==> config.mk <==
export PLATFORM = sky130hd
export DESIGN_NAME = terrain_alpha_map_decoder
export DESIGN_NICKNAME = d
export VERILOG_FILES = /design/src/hdl/tamd_pkg.sv /design/src/hdl/tamd_ram.sv /design/src/hdl/terrain_alpha_map_decoder.sv
export SDC_FILE = /design/constraint.sdc
export NUM_CORES = 1
export LEC_CHECK = 0
export BUFFER_PORTS_ARGS = -buffer_cell sky130_fd_sc_hd__buf_2
export CORE_MARGIN = 1
export CORE_UTILIZATION = 25
export DETAILED_ROUTE_END_ITERATION = 10
export PLACE_DENSITY = 0.47
export SLEW_MARGIN = 20
export SYNTH_ARGS = -nofsm -noshare
export SYNTH_HDL_FRONTEND = slang
export SYNTH_HIERARCHICAL = 1
export SYNTH_SLANG_ARGS = --single-unit
==> constraint.sdc <==
create_clock -name clock -period 9.2 [get_ports clock]
set_input_delay 0.46 -clock clock [delete_from_list [all_inputs] [get_ports clock]]
set_output_delay 0.46 -clock clock [all_outputs]
set_load 0.005 [all_outputs]
==> src/hdl/tamd_pkg.sv <==
// Shared types and constants for the terrain alpha map decoder.
// No dependencies; used by terrain_alpha_map_decoder.
`default_nettype none

package tamd_pkg;

   // Default map geometry
   localparam int MAP_SIDE_DEF   = 64;
   localparam int MAP_VALUES_DEF = 4096;

   // Latched decode mode
   localparam logic [1:0] MODE_SMALL   = 2'd0;
   localparam logic [1:0] MODE_BIG_RAW = 2'd1;
   localparam logic [1:0] MODE_BIG_RLE = 2'd2;

   // Run-length parser phase
   localparam logic [1:0] PH_HEADER = 2'd0;
   localparam logic [1:0] PH_FILL   = 2'd1;
   localparam logic [1:0] PH_COPY   = 2'd2;

   // Run header fields
   localparam logic [7:0] HDR_FILL_MASK  = 8'h80;
   localparam logic [7:0] HDR_COUNT_MASK = 8'h7F;

   typedef struct packed {
      logic [7:0] data_byte;
      logic       start_of_map;
      logic       compressed;
      logic       fix_edges;
   } req_type;

   typedef struct packed {
      logic [7:0] value_first;
      logic [7:0] value_second;
      logic       pair;
      logic       last_of_map;
   } rsp_type;

   // 4-bit alpha scaled to 8 bits: x * 17 == {x, x}
   function automatic logic [7:0] nib_to_alpha(input logic [3:0] nib);
      return {nib, nib};
   endfunction

endpackage

`default_nettype wire

==> src/hdl/tamd_ram.sv <==
// Generic single-port RAM with registered read data.
// No dependencies.
`default_nettype none

module tamd_ram #(
   parameter int WIDTH = 8,
   parameter int DEPTH = 32
) (
   input  wire logic                     clock,
   input  wire logic                     wr_en,
   input  wire logic [$clog2(DEPTH)-1:0] addr,
   input  wire logic [WIDTH-1:0]         wr_data,
   output logic      [WIDTH-1:0]         rd_data
);

   logic [WIDTH-1:0] mem [DEPTH];

   // Write-first is not needed; read returns old contents
   always_ff @(posedge clock) begin
      if (wr_en) begin
         mem[addr] <= wr_data;
      end
      rd_data <= mem[addr];
   end

endmodule

`default_nettype wire

==> src/hdl/terrain_alpha_map_decoder.sv <==
// Terrain alpha map decoder top level: sequencer, shared counter adder, output register.
// Depends on tamd_pkg and tamd_ram.
`default_nettype none

// Decodes the raw bytes of one MAP_SIDE x MAP_SIDE alpha map into 8-bit alpha values,
// one or two per result transfer. Mode (big_alpha register, compressed flag) and edge
// fixing are latched by the byte that carries start_of_map. One byte is handled at a
// time by a small sequencer around a single shared out_count adder. A byte that yields
// one result goes from S_LOAD to S_EMIT; a small-alpha byte in the last row with edge
// fixing passes S_READ first for the row RAM read; a run header or a byte that gives
// nothing goes back to S_IDLE; a fill run passes S_FILL and S_EMIT once per result
// (two values each, but the last one may be single) for up to 64 results. A result
// waits in S_EMIT while rsp_ready is low. req_ready is high only while the sequencer
// is idle. The csr port is always ready and must only be written while the block is
// idle.
module terrain_alpha_map_decoder #(
   parameter int MAP_SIDE   = tamd_pkg::MAP_SIDE_DEF,
   parameter int MAP_VALUES = tamd_pkg::MAP_VALUES_DEF
) (
   input  wire logic              clock,
   input  wire logic              reset,
   input  wire logic              req_valid,
   output logic                   req_ready,
   input  wire tamd_pkg::req_type req_data,
   output logic                   rsp_valid,
   input  wire logic              rsp_ready,
   output tamd_pkg::rsp_type      rsp_data,
   input  wire logic              csr_valid,
   output logic                   csr_ready,
   input  wire logic              csr_data
);

   localparam int CW          = $clog2(MAP_VALUES + 2);
   localparam int XW          = $clog2(MAP_SIDE);
   localparam int HALF_SIDE   = MAP_SIDE / 2;
   localparam int SW          = $clog2(HALF_SIDE);
   localparam int LAST_ROW_AT = MAP_VALUES - MAP_SIDE;
   localparam int PREV_ROW_AT = MAP_VALUES - 2 * MAP_SIDE;
   localparam logic [CW-1:0] MAP_END = CW'(MAP_VALUES);

   // Sequencer states
   localparam logic [2:0] S_IDLE = 3'd0;
   localparam logic [2:0] S_LOAD = 3'd1;
   localparam logic [2:0] S_READ = 3'd2;
   localparam logic [2:0] S_FILL = 3'd3;
   localparam logic [2:0] S_EMIT = 3'd4;

   logic [2:0]        state_ff,     state_in;
   logic              fill_ff,      fill_in;
   logic [7:0]        byte_ff,      byte_in;
   logic              big_alpha_ff, big_alpha_in;
   logic [1:0]        mode_ff,      mode_in;
   logic              fix_ff,       fix_in;
   logic [1:0]        phase_ff,     phase_in;
   logic [6:0]        run_left_ff,  run_left_in;
   logic [6:0]        rem_ff,       rem_in;
   logic [CW-1:0]     out_count_ff, out_count_in;
   logic [CW-1:0]     in_count_ff,  in_count_in;
   logic [XW-1:0]     col_ff,       col_in;
   tamd_pkg::rsp_type rsp_ff,       rsp_in;

   // Shared out_count adder
   logic [1:0]    step;
   logic [CW-1:0] count_sum;
   assign count_sum = out_count_ff + CW'(step);

   // Adder step: a pair of values or a single one
   always_comb begin
      case (state_ff)
         S_LOAD:  step = (mode_ff == tamd_pkg::MODE_SMALL) ? 2'd2 : 2'd1;
         S_READ:  step = 2'd2;
         S_FILL:  step = (rem_ff >= 7'd2) ? 2'd2 : 2'd1;
         default: step = 2'd1;
      endcase
   end

   // Column arithmetic for small mode
   logic [XW:0]   col_sum;
   logic [XW-1:0] col_next;
   logic [XW-2:0] half_col;
   logic [SW-1:0] slot;
   logic          edge_col;
   logic          last_row;
   logic          prev_row;

   assign col_sum  = {1'b0, col_ff} + (XW + 1)'(2);
   assign col_next = (col_sum >= (XW + 1)'(MAP_SIDE)) ?
                     XW'(col_sum - (XW + 1)'(MAP_SIDE)) : col_sum[XW-1:0];
   assign half_col = col_ff[XW-1:1];
   assign slot     = (half_col == (XW - 1)'(HALF_SIDE)) ? '0 : SW'(half_col);
   assign edge_col = fix_ff && (col_ff == XW'(MAP_SIDE - 2));
   assign last_row = int'(out_count_ff) >= LAST_ROW_AT;
   assign prev_row = !last_row && (int'(out_count_ff) >= PREV_ROW_AT);

   // Room left for a fill run, clamped to the run count
   logic [CW-1:0] room;
   logic [6:0]    fill_len;
   assign room     = MAP_END - out_count_ff;
   assign fill_len = (CW'(run_left_ff) < room) ? run_left_ff : room[6:0];

   // Row store for the second-to-last row
   logic       ram_we;
   logic [7:0] ram_rdata;

   tamd_ram #(
      .WIDTH (8),
      .DEPTH (HALF_SIDE)
   ) u_row_ram (
      .clock   (clock),
      .wr_en   (ram_we),
      .addr    (slot),
      .wr_data (byte_ff),
      .rd_data (ram_rdata)
   );

   // Small-mode values from the byte or from the stored row
   logic [7:0] small_src;
   logic [7:0] small_a;
   logic [7:0] small_b;
   assign small_src = (state_ff == S_READ) ? ram_rdata : byte_ff;
   assign small_a   = tamd_pkg::nib_to_alpha(small_src[3:0]);
   assign small_b   = edge_col ? small_a : tamd_pkg::nib_to_alpha(small_src[7:4]);

   assign req_ready = (state_ff == S_IDLE);
   assign rsp_valid = (state_ff == S_EMIT);
   assign rsp_data  = rsp_ff;
   assign csr_ready = 1'b1;

   // Configuration register
   assign big_alpha_in = (csr_valid && csr_ready) ? csr_data : big_alpha_ff;

   // Sequencer
   always_comb begin
      state_in     = state_ff;
      fill_in      = fill_ff;
      byte_in      = byte_ff;
      mode_in      = mode_ff;
      fix_in       = fix_ff;
      phase_in     = phase_ff;
      run_left_in  = run_left_ff;
      rem_in       = rem_ff;
      out_count_in = out_count_ff;
      in_count_in  = in_count_ff;
      col_in       = col_ff;
      rsp_in       = rsp_ff;
      ram_we       = 1'b0;

      case (state_ff)
         S_IDLE: begin
            if (req_valid) begin
               byte_in  = req_data.data_byte;
               state_in = S_LOAD;
               if (req_data.start_of_map) begin
                  out_count_in = '0;
                  in_count_in  = '0;
                  phase_in     = tamd_pkg::PH_HEADER;
                  run_left_in  = '0;
                  col_in       = '0;
                  fix_in       = req_data.fix_edges;
                  if (!big_alpha_ff) begin
                     mode_in = tamd_pkg::MODE_SMALL;
                  end else if (req_data.compressed) begin
                     mode_in = tamd_pkg::MODE_BIG_RLE;
                  end else begin
                     mode_in = tamd_pkg::MODE_BIG_RAW;
                  end
               end
            end
         end

         S_LOAD: begin
            fill_in = 1'b0;
            if (out_count_ff >= MAP_END) begin
               state_in = S_IDLE;
            end else begin
               case (mode_ff)
                  tamd_pkg::MODE_SMALL: begin
                     ram_we = fix_ff && prev_row;
                     if (fix_ff && last_row) begin
                        state_in = S_READ;
                     end else begin
                        out_count_in        = count_sum;
                        col_in              = col_next;
                        rsp_in.value_first  = small_a;
                        rsp_in.value_second = small_b;
                        rsp_in.pair         = 1'b1;
                        rsp_in.last_of_map  = (count_sum == MAP_END);
                        state_in            = S_EMIT;
                     end
                  end
                  tamd_pkg::MODE_BIG_RAW: begin
                     out_count_in        = count_sum;
                     rsp_in.value_first  = byte_ff;
                     rsp_in.value_second = '0;
                     rsp_in.pair         = 1'b0;
                     rsp_in.last_of_map  = (count_sum == MAP_END);
                     state_in            = S_EMIT;
                  end
                  tamd_pkg::MODE_BIG_RLE: begin
                     if (in_count_ff >= MAP_END) begin
                        state_in = S_IDLE;
                     end else begin
                        in_count_in = in_count_ff + CW'(1);
                        case (phase_ff)
                           tamd_pkg::PH_HEADER: begin
                              run_left_in = 7'(byte_ff & tamd_pkg::HDR_COUNT_MASK);
                              if ((byte_ff & tamd_pkg::HDR_FILL_MASK) != '0) begin
                                 phase_in = tamd_pkg::PH_FILL;
                              end else if (run_left_in != '0) begin
                                 phase_in = tamd_pkg::PH_COPY;
                              end
                              state_in = S_IDLE;
                           end
                           tamd_pkg::PH_FILL: begin
                              rem_in      = fill_len;
                              run_left_in = '0;
                              phase_in    = tamd_pkg::PH_HEADER;
                              state_in    = S_FILL;
                           end
                           default: begin
                              // copy run: one value per byte
                              out_count_in        = count_sum;
                              rsp_in.value_first  = byte_ff;
                              rsp_in.value_second = '0;
                              rsp_in.pair         = 1'b0;
                              rsp_in.last_of_map  = (count_sum == MAP_END);
                              run_left_in         = run_left_ff - 7'd1;
                              if (run_left_in == '0) begin
                                 phase_in = tamd_pkg::PH_HEADER;
                              end
                              state_in = S_EMIT;
                           end
                        endcase
                     end
                  end
                  default: begin
                     state_in = S_IDLE;
                  end
               endcase
            end
         end

         S_READ: begin
            // stored row byte is on the RAM output now
            out_count_in        = count_sum;
            col_in              = col_next;
            rsp_in.value_first  = small_a;
            rsp_in.value_second = small_b;
            rsp_in.pair         = 1'b1;
            rsp_in.last_of_map  = (count_sum == MAP_END);
            state_in            = S_EMIT;
         end

         S_FILL: begin
            if (rem_ff == '0) begin
               state_in = S_IDLE;
            end else begin
               fill_in             = 1'b1;
               rem_in              = rem_ff - 7'(step);
               out_count_in        = count_sum;
               rsp_in.value_first  = byte_ff;
               rsp_in.value_second = (rem_ff >= 7'd2) ? byte_ff : 8'd0;
               rsp_in.pair         = (rem_ff >= 7'd2);
               rsp_in.last_of_map  = (count_sum == MAP_END);
               state_in            = S_EMIT;
            end
         end

         S_EMIT: begin
            if (rsp_ready) begin
               state_in = fill_ff ? S_FILL : S_IDLE;
            end
         end

         default: begin
            state_in = S_IDLE;
         end
      endcase
   end

   // Control state
   always_ff @(posedge clock) begin
      if (reset) begin
         state_ff     <= S_IDLE;
         fill_ff      <= 1'b0;
         big_alpha_ff <= 1'b0;
         mode_ff      <= tamd_pkg::MODE_SMALL;
         fix_ff       <= 1'b0;
         phase_ff     <= tamd_pkg::PH_HEADER;
         run_left_ff  <= '0;
         rem_ff       <= '0;
         out_count_ff <= '0;
         in_count_ff  <= '0;
         col_ff       <= '0;
      end else begin
         state_ff     <= state_in;
         fill_ff      <= fill_in;
         big_alpha_ff <= big_alpha_in;
         mode_ff      <= mode_in;
         fix_ff       <= fix_in;
         phase_ff     <= phase_in;
         run_left_ff  <= run_left_in;
         rem_ff       <= rem_in;
         out_count_ff <= out_count_in;
         in_count_ff  <= in_count_in;
         col_ff       <= col_in;
      end
   end

   // Payload registers
   always_ff @(posedge clock) begin
      byte_ff <= byte_in;
      rsp_ff  <= rsp_in;
   end

endmodule

`default_nettype wire
==> impl_metrics.py <==
metrics = {
    "status": {
        "outcome": "complete, no violations",
    },
    "pwr": {
        "vdd_drop_max_uv": 146,
        "power_density_nw_per_um2": 197,
        "p_leak_nw": 5.30,
        "total_power_mw": 3.43,
    },
    "floorplanning": {
        "initial_core_util_pct": 25.3,
        "design.core.area_um2": 60400,
        "die_height_um": 249,
        "pin_count": 38,
        "row_count": 90,
        "die_x_um": 249,
        "dieArea_um2": 62000,
    },
    "timing": {
        "slew_violations": 0,
        "setup_tns_ps": 0,
        "max_slew_margin_pct": 27.8,
        "period_needed_ps": 4240,
        "setup_viol": 0,
        "hold_violations": 0,
        "fmax_mhz": 236,
        "fin_skew_ps": 25.1,
        "rsz0062_at_grt": "no",
        "period_share_pct": 46.1,
        "tightestPinTransition_ps": 1070,
        "hold_slack_ps": 104,
    },
    "synthesis": {
        "synth_fp_nets": 1205,
        "synthAdderAreaFrac_pct": 1.99,
        "ys_types": 81,
        "synthXorXnorAreaFrac_pct": 1.38,
        "post_synth_mux_area_share_pct": 9.26,
        "syn_area_um2": 15200,
        "synth-simple-area-share_pct": 11.2,
        "yosys.area.top_type": "edfxtp_1",
        "yosys_warnings": 6,
        "synthTopCellsByArea": "edfxtp_1 56%, mux2i_1 8.6%, dfxtp_1 8.3%, o22ai_1 3.0%, nor2_1 2.0%",
        "synth_compound_area_share_pct": 8.98,
        "ys_seq_area_share_pct": 63.8,
        "synth.top_cells.by_count": "282 x edfxtp_1, 131 x mux2i_1, 80 x nor2_1, 73 x o22ai_1",
        "synth-edff-count": 282,
        "synth-seq-cells": 345,
        "synth_top_family_by_area": "simple AND/OR/NAND/NOR gates",
        "synthArstFlopShare_pct": 0,
        "syn_inst": 1165,
        "syn-mean-instance-area_um2": 13.1,
        "synth_top_cell_area_share_pct": 55.5,
        "yosysMostFrequentCell": "edfxtp_1",
        "synth_flop_cell": "edfxtp_1",
    },
    "finish": {
        "drive_above_1_share_pct": 11.5,
        "stdcell_count": 1995,
        "syn_to_final_growth_pct": 13.9,
        "nets": 1227,
        "postLayoutCellArea_um2": 17400,
        "antennaDiodeCount": 0,
    },
    "clocking": {
        "clockRootBuffer": "clkbuf_16",
        "path_clk_slew_ps": 60,
        "cts_resized": 0,
        "post_cts_buffers": 0,
        "clock_path_buffers": 3,
        "cts_tree": "built",
        "htree_num_levels": 2,
        "cts_made_buffers": 38,
        "clkLatencyLatePin_ps": 550,
        "clock_sinks": 345,
        "postCtsHoldBufs": 0,
    },
    "global_routing": {
        "antenna_found_initial": 1,
        "grt_util_all_layers_pct": 12.5,
        "grt_max_degree": 64,
        "grt_pass1_vias": 9568,
        "gr-total-overflow": 0,
        "grt_pass1_wl_um": 59600,
    },
    "drt": {
        "drc": 0,
        "drtIter0Drc": 573,
        "wirelength_um": 39300,
        "antenna_left": 0,
        "wl_per_cell_um": 19.7,
        "drt_first_pass_iters": 5,
        "vias": 9602,
        "drt-vias-per-instance": 4.81,
    },
    "placed_design": {
        "portBuffers": 36,
        "dp.cells": 1928,
        "place.gp.congestion": 0.783,
        "hpwl_um": 25500,
        "place_area_um2": 16100,
    },
    "job": {
        "max_cap_viol_count": 0,
    },
    "worst_setup_path": {
        "start_kind": "flop",
        "r2r_start": "col_ff[3]",
        "crit_type": "reg -> reg",
        "crit_arrival_ps": 4410,
        "cp-end-kind": "flop",
        "crit_required_ps": 9360,
        "crit_fanout": 61,
        "cp-startpoint": "col_ff[3]",
    },
    "min_path": {
        "min_from": "req_data[7]",
        "hold_path.class": "in -> reg",
    },
}
metrics by stage:
step / setup slack [ps] / utilization (%)
finish: 4960 / 28.8
global route: 4590 / 28.8
CTS: 4640 / 28.7
floorplan: 6020 / -
global placement: 4880 / 26.7
detailed placement: 4670 / 26.7
path summary, 6_finish.rpt:
check,endpoint,slack (ps),depth (start not counted)
worst max-delay path,u_row_ram/mem[23][3],4960,5
worst min-delay path,byte_ff[4],100,1
worst max register to register,u_row_ram/mem[23][3],4960,5
worst min register to register,in_count_ff[1],490,2
cell families after synthesis:
| family | after synthesis |
|---|---|
| compound gates | 210 |
| xor+xnor | 24 |
| fa+ha+maj | 23 |
| buf+inv | 103 |
| flops | 345 |
| mux | 140 |
| other cells | 1 |
| simple gates | 319 |
power by group:
group | switching [mW] | internal [mW] | total, mW
Sequential | 0.0164 | 1.72 | 1.74
Combinational | 0.149 | 0.0614 | 0.210
Clock | 0.608 | 0.870 | 1.48
layout by cell type, fill, tap and decap left out, types with 12 or more instances in the layout:
cell type and n:
nand3_1 33, clkbuf_16 39, nand2_1 63, inv_1 34, buf_2 36, mux2i_1 131
a21oi_1 45, edfxtp_1 282, dfxtp_1 63, xor2_1 15, nand3b_1 12, ha_1 21
nor2_1 78, nor3_1 20, buf_4 13, o22ai_1 73, nor4_1 23, o21ai_0 29
nand4_1 14
worst max-delay path, cell delays in order (launching register included):
cell and delay (ps):
dfxtp_1 990, nor4b_1 250, nor2_4 330, buf_4 830, nand3_1 640, nor2_1 800
state kept, by name (all words and copies together) (netlist names):
register           count
big_alpha_ff           1
byte_ff                8
col_ff                 5
fill_ff                1
fix_ff                 1
in_count_ff           13
mode_ff                2
out_count_ff          13
phase_ff               2
rem_ff                 7
rsp_data              18
run_left_ff            7
state_ff               3
u_row_ram/mem        256
u_row_ram/rd_data      8
per-layer routing:
layer,GRT usage [%],up-vias,wire length (µm)
met5,0,-,13
met4,4.54,2,1230
met3,2.22,69,1810
met2,20.9,227,18800
met1,16.3,4788,17500
li1,-,4516,-
layout make-up:
type                    instances  area [µm²]
repair buffers                 50         305
multi-input cells             717        5030
flip-flops and latches        345        9730
fillers                      6158       43000
clock inverters                18         174
inverters                      35         131
clock buffers                  48        1020
well taps                     782         978
(Power assumes the default switching activity.)
